===== config.mk =====
export PLATFORM = sky130hd
export DESIGN_NAME = base255_group_unpacker
export DESIGN_NICKNAME = d
export VERILOG_FILES = /design/src/design/bgu_pkg.sv /design/src/design/bgu_digit_acc.sv /design/src/design/bgu_out_ser.sv /design/src/design/base255_group_unpacker.sv
export SDC_FILE = /design/constraint.sdc
export NUM_CORES = 1
export LEC_CHECK = 0
export BUFFER_PORTS_ARGS = -buffer_cell sky130_fd_sc_hd__buf_4
export CAP_MARGIN = 40
export CORE_ASPECT_RATIO = 1.75
export CORE_UTILIZATION = 35
export DETAILED_ROUTE_END_ITERATION = 6
export GPL_TIMING_DRIVEN = 0
export SLEW_MARGIN = 20
export SYNTH_ARGS = -nofsm -noshare
export SYNTH_HDL_FRONTEND = slang
export SYNTH_SLANG_ARGS = --single-unit

===== constraint.sdc =====
create_clock -name clk_i -period 14.4 [get_ports clk_i]
set_input_delay 0.72 -clock clk_i [delete_from_list [all_inputs] [get_ports clk_i]]
set_output_delay 0.72 -clock clk_i [all_outputs]
set_load 0.005 [all_outputs]

===== src/design/bgu_pkg.sv =====
// ----------------------------------------------------------------------------
// bgu_pkg
// Shared types, constants and digit weights for the base-255 group unpacker.
// ----------------------------------------------------------------------------
`timescale 1ns / 1ps
`default_nettype none

package bgu_pkg;

  localparam int unsigned GroupDigits = 5;
  localparam int unsigned PosWidth    = 3;
  localparam int unsigned WordWidth   = 32;
  localparam int unsigned ByteWidth   = 8;
  localparam int unsigned WordBytes   = WordWidth / ByteWidth;
  localparam int unsigned CntWidth    = $clog2(WordBytes);

  localparam logic [ByteWidth-1:0] TailXor = 8'hBE;
  localparam logic [PosWidth-1:0]  LastPos = PosWidth'(GroupDigits - 1);

  typedef enum logic {
    REQ_GROUP = 1'b0,
    REQ_TAIL  = 1'b1
  } req_type_e;

  // One pending output word for the serializer
  typedef struct packed {
    logic [WordWidth-1:0] word;  // bytes go out from the top byte down
    logic [CntWidth-1:0]  cnt;   // bytes left after the first one
  } bgu_load_t;

  // Weight 255^pos of a digit, modulo 2^32
  function automatic logic [WordWidth-1:0] digit_weight(input logic [PosWidth-1:0] pos);
    logic [WordWidth-1:0] w;
    case (pos)
      3'd0:    w = 32'd1;
      3'd1:    w = 32'd255;
      3'd2:    w = 32'd65025;
      3'd3:    w = 32'd16581375;
      default: w = 32'd4228250625;
    endcase
    return w;
  endfunction

endpackage

`default_nettype wire


===== src/design/bgu_digit_acc.sv =====
// ----------------------------------------------------------------------------
// bgu_digit_acc
// Running base-255 sum over the digits of one group.
// ----------------------------------------------------------------------------
`timescale 1ns / 1ps
`default_nettype none

module bgu_digit_acc (
  input  wire logic                      clk_i,
  input  wire logic                      rst_ni,
  input  wire logic                      step_i,
  input  wire logic [bgu_pkg::ByteWidth-1:0] digit_i,
  output logic [bgu_pkg::WordWidth-1:0]  sum_o,
  output logic                           last_digit_o
);
  import bgu_pkg::*;

  logic [PosWidth-1:0]        pos_q, pos_d, pos_idx;
  logic [WordWidth-1:0]       sum_q, sum_d;
  logic [WordWidth-1:0]       prod;

  // positions past the last digit count as the last digit
  assign pos_idx      = (pos_q >= LastPos) ? LastPos : pos_q;
  assign last_digit_o = (pos_idx == LastPos);

  // only the low word of the product matters for a sum modulo 2^32
  assign prod  = WordWidth'(digit_i) * digit_weight(pos_idx);
  assign sum_o = sum_q + prod;

  always_comb begin
    pos_d = pos_q;
    sum_d = sum_q;
    if (step_i) begin
      if (last_digit_o) begin
        pos_d = '0;
        sum_d = '0;
      end else begin
        pos_d = pos_idx + PosWidth'(1);
        sum_d = sum_o;
      end
    end
  end

  always_ff @(posedge clk_i or negedge rst_ni) begin
    if (!rst_ni) begin
      pos_q <= '0;
      sum_q <= '0;
    end else begin
      pos_q <= pos_d;
      sum_q <= sum_d;
    end
  end

endmodule

`default_nettype wire


===== src/design/bgu_out_ser.sv =====
// ----------------------------------------------------------------------------
// bgu_out_ser
// Holds one output word and sends its bytes out one per handshake.
// ----------------------------------------------------------------------------
`timescale 1ns / 1ps
`default_nettype none

module bgu_out_ser (
  input  wire logic                          clk_i,
  input  wire logic                          rst_ni,
  input  wire logic                          load_i,
  input  wire bgu_pkg::bgu_load_t            load_data_i,
  output logic                               free_o,
  output logic                               valid_o,
  input  wire logic                          ready_i,
  output logic [bgu_pkg::ByteWidth-1:0]      data_o,
  output logic                               last_o
);
  import bgu_pkg::*;

  logic                 valid_q, valid_d;
  logic [CntWidth-1:0]  cnt_q, cnt_d;
  logic [WordWidth-1:0] word_q, word_d;
  logic                 fire;

  assign fire    = valid_q && ready_i;
  // free when empty or when the final byte leaves this cycle
  assign free_o  = !valid_q || (fire && (cnt_q == '0));
  assign valid_o = valid_q;
  assign data_o  = word_q[WordWidth-1 -: ByteWidth];
  assign last_o  = (cnt_q == '0);

  always_comb begin
    valid_d = valid_q;
    cnt_d   = cnt_q;
    word_d  = word_q;
    if (load_i) begin
      valid_d = 1'b1;
      cnt_d   = load_data_i.cnt;
      word_d  = load_data_i.word;
    end else if (fire) begin
      if (cnt_q == '0) begin
        valid_d = 1'b0;
      end else begin
        cnt_d  = cnt_q - CntWidth'(1);
        word_d = word_q << ByteWidth;
      end
    end
  end

  always_ff @(posedge clk_i or negedge rst_ni) begin
    if (!rst_ni) begin
      valid_q <= 1'b0;
      cnt_q   <= '0;
    end else begin
      valid_q <= valid_d;
      cnt_q   <= cnt_d;
    end
  end

  always_ff @(posedge clk_i) begin
    word_q <= word_d;
  end

endmodule

`default_nettype wire


===== src/design/base255_group_unpacker.sv =====
// ----------------------------------------------------------------------------
// base255_group_unpacker
// Turns groups of five base-255 digits into four binary bytes.
// ----------------------------------------------------------------------------
// Takes one word per cycle unless a word in the input register waits for
// the output word register. A group word (tuser = 0) is a little-endian
// base-255 digit; on the fifth digit the 32-bit sum modulo 2^32 is sent as
// four words, most significant byte first, with tlast on the fourth. A tail
// word (tuser = 1) goes out XORed with 0xBE and with tlast set; it leaves an
// open group untouched. An accepted word sits in an input register until it
// can advance, then updates the digit accumulator and, if it makes output,
// loads the output word register, which drives its first output word. The
// output side sends one word per cycle while m_axis_tready is high, so a
// finished group holds the output register for its four words and a tail
// word for one; the input takes a word each cycle as long as that rate keeps up.
// ----------------------------------------------------------------------------
`timescale 1ns / 1ps
`default_nettype none

module base255_group_unpacker (
  input  wire logic       clk_i,
  input  wire logic       rst_ni,
  input  wire logic       s_axis_tvalid,
  output logic            s_axis_tready,
  input  wire logic [7:0] s_axis_tdata,   // [7:0] data_byte
  input  wire logic       s_axis_tuser,   // [0] req_type
  output logic            m_axis_tvalid,
  input  wire logic       m_axis_tready,
  output logic [7:0]      m_axis_tdata,   // [7:0] out_byte
  output logic            m_axis_tlast    // run_last
);
  import bgu_pkg::*;

  logic                 s1_valid_q;
  req_type_e            s1_type_q;
  logic [ByteWidth-1:0] s1_byte_q;

  logic                 in_fire;
  logic                 s1_adv;
  logic                 needs_out;
  logic                 acc_step;
  logic                 last_digit;
  logic [WordWidth-1:0] sum_next;
  logic                 ser_free;
  logic                 ser_load;
  bgu_load_t            ser_load_data;

  assign in_fire       = s_axis_tvalid && s_axis_tready;
  assign needs_out     = (s1_type_q == REQ_TAIL) || last_digit;
  // advance when no output is made or the output register takes it
  assign s1_adv        = s1_valid_q && (!needs_out || ser_free);
  assign s_axis_tready = !s1_valid_q || s1_adv;

  assign acc_step = s1_adv && (s1_type_q == REQ_GROUP);
  assign ser_load = s1_adv && needs_out;

  always_comb begin
    if (s1_type_q == REQ_TAIL) begin
      ser_load_data.word = {s1_byte_q ^ TailXor, (WordWidth-ByteWidth)'(0)};
      ser_load_data.cnt  = '0;
    end else begin
      ser_load_data.word = sum_next;
      ser_load_data.cnt  = CntWidth'(WordBytes - 1);
    end
  end

  always_ff @(posedge clk_i or negedge rst_ni) begin
    if (!rst_ni) begin
      s1_valid_q <= 1'b0;
    end else if (s_axis_tready) begin
      s1_valid_q <= s_axis_tvalid;
    end
  end

  always_ff @(posedge clk_i) begin
    if (in_fire) begin
      s1_type_q <= req_type_e'(s_axis_tuser);
      s1_byte_q <= s_axis_tdata;
    end
  end

  bgu_digit_acc u_acc (
    .clk_i        (clk_i),
    .rst_ni       (rst_ni),
    .step_i       (acc_step),
    .digit_i      (s1_byte_q),
    .sum_o        (sum_next),
    .last_digit_o (last_digit)
  );

  bgu_out_ser u_ser (
    .clk_i       (clk_i),
    .rst_ni      (rst_ni),
    .load_i      (ser_load),
    .load_data_i (ser_load_data),
    .free_o      (ser_free),
    .valid_o     (m_axis_tvalid),
    .ready_i     (m_axis_tready),
    .data_o      (m_axis_tdata),
    .last_o      (m_axis_tlast)
  );

endmodule

`default_nettype wire


* Word level (Yosys, flattened, before mapping) *
Cells that the tools add are included.

word-level totals
  register bits after elaboration = 80
  word-level logic and storage cells = 53
  output and inout port bits = 11
  input bits = 13

cells by class
  muxes and demuxes = 14
  reductions and logical operators = 19
  equality and inequality tests = 5
  add/subtract/negate cells = 3
  bitwise operators = 2
  multipliers = 1
  $lt $le $gt $ge = 1

operator list
  cell                 number
  $mux 32              4
  $pmux 32 s4          1
  $mux 34              1
  $add 32x32->32       1
  $mul 8x32->32        1
  $eq 3x2->1 const B   2
  $logic_and 1x1->1    6
  $mux 2               3
  $mux 3               2
  $not 6->6            1
  $logic_or 1x1->1     4
  $reduce_and 2->1     2
  $reduce_bool 2->1    2
  $add 3x1->3 const B  1
  $eq 3x1->1 const B   1
  $eq 3x3->1 const B   1
  $ge 3x3->1 const B   1
  $logic_not 1->1      3
  $logic_not 3->1      1
  $mux 1               3
  $logic_not 2->1      1
  $ne 2x1->1 const B   1
  $sub 2x1->2 const B  1
  $not 1->1            1

* Longest topological paths before layout *
  depth after elaboration = 10
  depth in mapped cells = 26
  depth with buffers taken out = 22

* By module *
From an unflattened synthesis, not the netlist that was laid out.

unflattened totals
  cell total of the unflattened synthesis = 982
  area, all modules = 9758.1 um^2

by module, submodules not included
  module                  area an instance (um^2)  instances  cells each  seq. area each (um^2)
  bgu_digit_acc           7519.7                   1          830         875.8
  bgu_out_ser             1632.8                   1          92          1036.0
  base255_group_unpacker  605.6                    1          60          295.3

* Least setup slack after synthesis *
No wires, ideal clock.

  kind = reg2reg
  from = register u_acc.pos_q[2]
  to = register u_ser.word_q[30] (data pin)
  slack = 8248 ps
  setup time = 258 ps
  period minus slack after synthesis = 6152 ps
  arrival time = 5894 ps
  data required time = 14142 ps
  cell stages (with the launch flop) = 25
  path buffers = 3
  cell sequence = dfrtp_1 clkbuf_1 nor2b_1 clkbuf_1 inv_1 ha_1 or2_2 clkbuf_1 and2_1 fa_1 inv_1 fa_1 inv_1 fa_1 inv_1 fa_1 inv_1 ha_1 nand2_2 o311ai_0 o211ai_1 a211oi_1 a21oi_1 xnor2_1 o221a_2

on the way
  cells in the longest elaborated chain, start to end = 9
  elaborated cells between the ends (all ways) = 17
  classes of those cells = 1 x add/sub; 1 x mul; 1 x order compare; 4 x eq/ne; 4 x mux; 6 x reduce/logical

ends and longest elaborated chain
  item                                                                   RTL line             text
  start: declaration                                                     bgu_digit_acc.sv:18  logic [PosWidth-1:0] pos_q, pos_d, pos_idx;
  start signal: assignment                                               bgu_digit_acc.sv:49  pos_q <= pos_d;
  $ge 3x3->1                                                             bgu_digit_acc.sv:23  assign pos_idx = (pos_q >= LastPos) ? LastPos : pos_q;
  $mux 3 *                                                               bgu_digit_acc.sv:23
  parallel branches: the longest is 6 deep, another holds $mul 8x32->32  -
  $mux 32 *                                                              bgu_out_ser.sv:37    if (load_i) begin
  via u_ser.word_d[30]                                                   bgu_out_ser.sv:23    logic [WordWidth-1:0] word_q, word_d;
  end signal: assignment                                                 bgu_out_ser.sv:62    word_q <= word_d;
  end: declaration                                                       bgu_out_ser.sv:23

Mark *: on every way through the listed nets, which the timed path passes.
A chain may end at the register's enable or synchronous reset.

* Final worst setup path *
  from = register u_acc.pos_q[2]
  to = register u_ser.word_q[22] (data pin)

The elaborated chain is that of the path after synthesis.

==> qor.csv <==
stage,metric,value,unit
critical_path,CP Launch Type,flop,
timing,f_max,0.1241,GHz
placed_design,last weighted congestion value of the routability-driven placer,0.8914,
cts,total clock sinks,80,
floorplan,effective utilization at floorplan,0.3591,
synth,cell count after synthesis,954,
cts,CTS H-tree depth,3,
drt,DRC errors left,0,
drt,wire length reported by the detailed router,25130,um
synth,synth warn,0,
cts,TritonCTS clock tree,built,
floorplan,core outline area,26060,um^2
floorplan,die width,125.6,um
finish,share of layout cells above drive strength 1,0.06633,
worst_hold_path,HP Class,in -> async,
synth,Post-synth EDFFs,41,
floorplan,area enclosed by the die boundary,27420,um^2
global_routing,GR Util All Layers,0.1971,
global_routing,initial antenna violation count,1,
cts,number of resized instances in the post-cts repair step,0,
cts,number of setup buffers added after CTS,0,
synth,Mapped Area,9356,um^2
finish,count of fill cells added during filler insertion,2522,
drt,per-cell routed wire length,19.06,um
timing,post-route setup TNS,0,ps
critical_path,maximum fanout along the worst path,10,
global_routing,global routing usage on met3,0.02301,
timing,period utilization,0.5596,
finish,utilization after layout,0.3934,
finish,most common library cell in the layout ignoring fill and taps,sky130_fd_sc_hd__inv_1,
global_routing,number of global-route vias before repair,7378,
global_routing,most utilized layer in the global route result,met2,
critical_path,required time worst endpoint,14620,ps
synth,share of flip-flops with an asynchronous set or reset,0.4875,
critical_path,r2r setup slk,6340,ps
cts,root buf cell,sky130_fd_sc_hd__clkbuf_16,
drt,detailed-route via count,6742,
synth,sequential cell area fraction in the yosys report,0.2359,
global_routing,residual overflow from global routing,0,
floorplan,die boundary height,218.3,um
timing,slew at the pin with the worst max-slew slack,830.2,ps
placed_design,post-detailed-placement half-perimeter wirelength,21130,um
synth,syn_area_per_cell,9.808,um^2
timing,worst slew margin relative to its limit,0.4465,
global_routing,maximum number of pins on one net before global-route repair,40,
timing,unrepaired setup endpoints after global routing,false,
synth,net count of the mapped netlist,1174,
finish,final net count,1210,
floorplan,Site Rows,78,
synth,most frequently used flop master after synthesis,sky130_fd_sc_hd__edfxtp_1,
cts,insertion delay to the later sink of the worst-skew pair,350,ps
global_routing,met2 usage,0.3865,
timing,Final setup viols,0,
drt,violation count after the first detailed-route iteration,306,
cts,clk slew on worst S/H paths,70,ps
drt,Routed Antenna Nets,0,
run_status,outcome,"finished, final reports clean",
critical_path,Arrival @ worst endpoint,8280,ps
cts,number of buffers created by CTS,9,
finish,relative area change from synthesis to final layout,9.548,%
global_routing,met1 Usage GRT,0.1891,
drt,mean number of vias per cell,5.115,
placed_design,number of port buffers,23,
timing,Final Max Tran Viols,0,
synth,number of synthesized register bits,80,
drt,1st-pass router iterations,4,
timing,Clock Skew,10.64,ps
critical_path,launch point of the critical path,u_acc.pos_q[2],
global_routing,wire length of the first global-routing pass,40250,um
timing,fin crit period,8059,ps
finish,"commonest cells after routing, fill and taps aside","234 x sky130_fd_sc_hd__inv_1, 132 x sky130_fd_sc_hd__fa_1, 75 x sky130_fd_sc_hd__ha_1",
cts,count of hold-fix buffers inserted at cts,0,
cts,clock tree buffer depth,2,
critical_path,type of element capturing the critical path,flop,
critical_path,R2R Path Start,u_acc.pos_q[2],
timing,Final Hold Viols,0,
floorplan,Boundary Pins,24,
flow_run,maximum capacitance violations,0,
critical_path,startpoint-to-endpoint class of the critical path,reg -> reg,
synth,"Distinct cells, synth",51,
## critical path: stages, from the launching register on
cell and delay [ps]:
sky130_fd_sc_hd__dfrtp_1 540, sky130_fd_sc_hd__clkbuf_1 360, sky130_fd_sc_hd__nor2b_1 180, sky130_fd_sc_hd__clkbuf_1 410
sky130_fd_sc_hd__inv_1 260, sky130_fd_sc_hd__ha_1 300, sky130_fd_sc_hd__or2_2 290, sky130_fd_sc_hd__clkbuf_1 280
sky130_fd_sc_hd__and2_1 290, sky130_fd_sc_hd__inv_1 150, sky130_fd_sc_hd__fa_1 560, sky130_fd_sc_hd__fa_1 530
sky130_fd_sc_hd__inv_1 60, sky130_fd_sc_hd__fa_1 530, sky130_fd_sc_hd__inv_1 60, sky130_fd_sc_hd__fa_1 530
sky130_fd_sc_hd__inv_1 50, sky130_fd_sc_hd__ha_1 430, sky130_fd_sc_hd__nand2_2 110, sky130_fd_sc_hd__o311ai_0 340
sky130_fd_sc_hd__o211ai_1 210, sky130_fd_sc_hd__a211oi_1 570, sky130_fd_sc_hd__a211oi_1 190, sky130_fd_sc_hd__xnor2_1 480
sky130_fd_sc_hd__a22o_1 200
## metal layers
metal | share of wire | wire length [um] | vias to the layer above
li1 | - | - | 3125
met1 | 0.33 | 8403 | 3394
met2 | 0.57 | 14300 | 139
met3 | 0.023 | 573 | 84
met4 | 0.073 | 1846 | 0
met5 | 0 | 0 | -
## worst paths after layout
kind                                    end  cells after the start
setup reg to reg           u_ser.word_q[22]                     24
hold / removal               u_ser.cnt_q[0]                      1
hold reg to reg              u_acc.pos_q[0]                      2
min in group clk_i           u_acc.pos_q[0]                      2
setup / recovery           u_ser.word_q[22]                     24
max in group asynchronous    u_acc.pos_q[1]                      1
## flip-flops by register name, indices dropped and copies added, names as in the netlist
register,cells
u_acc.sum_q,32
u_acc.pos_q,3
u_ser.cnt_q,2
s1_valid_q,1
s1_type_q,1
s1_byte_q,8
u_ser.word_q,32
u_ser.valid_o,1
## Yosys cell counts (all sizes together), types with 5 or more instances
cell type / instances / area, um^2
buf: 12 / 90.09
ha: 75 / 938.4
a21oi: 34 / 170.2
or3: 5 / 31.28
clkbuf: 27 / 101.4
dfrtp: 39 / 975.9
xnor2: 25 / 219.0
xor2: 17 / 148.9
a21o: 13 / 97.59
a211oi: 5 / 37.54
fa: 132 / 2643
a22o: 41 / 359.1
and2: 35 / 219.0
nand2: 63 / 239.0
nor2: 33 / 123.9
nand3: 10 / 50.05
o21bai: 5 / 37.54
a31oi: 5 / 31.28
nor2b: 8 / 50.05
edfxtp: 41 / 1231
o221a: 5 / 56.30
inv: 234 / 878.3
nor3: 5 / 25.02
o21a: 5 / 37.54
nand2b: 6 / 37.54
o21ai: 30 / 153.9
## cell type report
type / count / area (um^2) / area share
diodes: 3 / 7.507 / 0.0007324
repair buffers: 25 / 191.4 / 0.01868
clock inverters: 6 / 52.55 / 0.005127
inverters: 234 / 878.3 / 0.08569
clock buffers: 10 / 239.0 / 0.02332
multi-input cells: 601 / 6082 / 0.5934
plain buffers: 39 / 191.4 / 0.01868
well taps: 320 / 400.4 / 0.03906
flip-flops and latches: 80 / 2207 / 0.2153
## through the flow
step / hold slack (ps) / area (um^2) / std cells / worst slack [ps]
global placement: 456.2 / 9930 / 1297 / 6484
floorplan: 424.4 / 9356 / 954 / 8248
detailed placement: 463.5 / 9951 / 1299 / 6476
global route: 404.5 / 10240 / 1315 / 5990
CTS: 381.6 / 10240 / 1315 / 6429
finish: 355.6 / 10250 / 1318 / 6341
## cell families after synthesis
group                    count (synthesis)  synth area share
AND/OR/NAND/NOR                        184           0.09655
flip-flops                              80            0.2359
XOR/XNOR                                42           0.03932
AO/OA/AOI/OAI                          166            0.1290
adder cells (fa/ha/maj)                207            0.3827
multiplexers                             2          0.002140
buffers and inverters                  273            0.1143
Power is not shown: default switching activity piles up to over one toggle a cycle in this logic, so the estimate is an artifact.
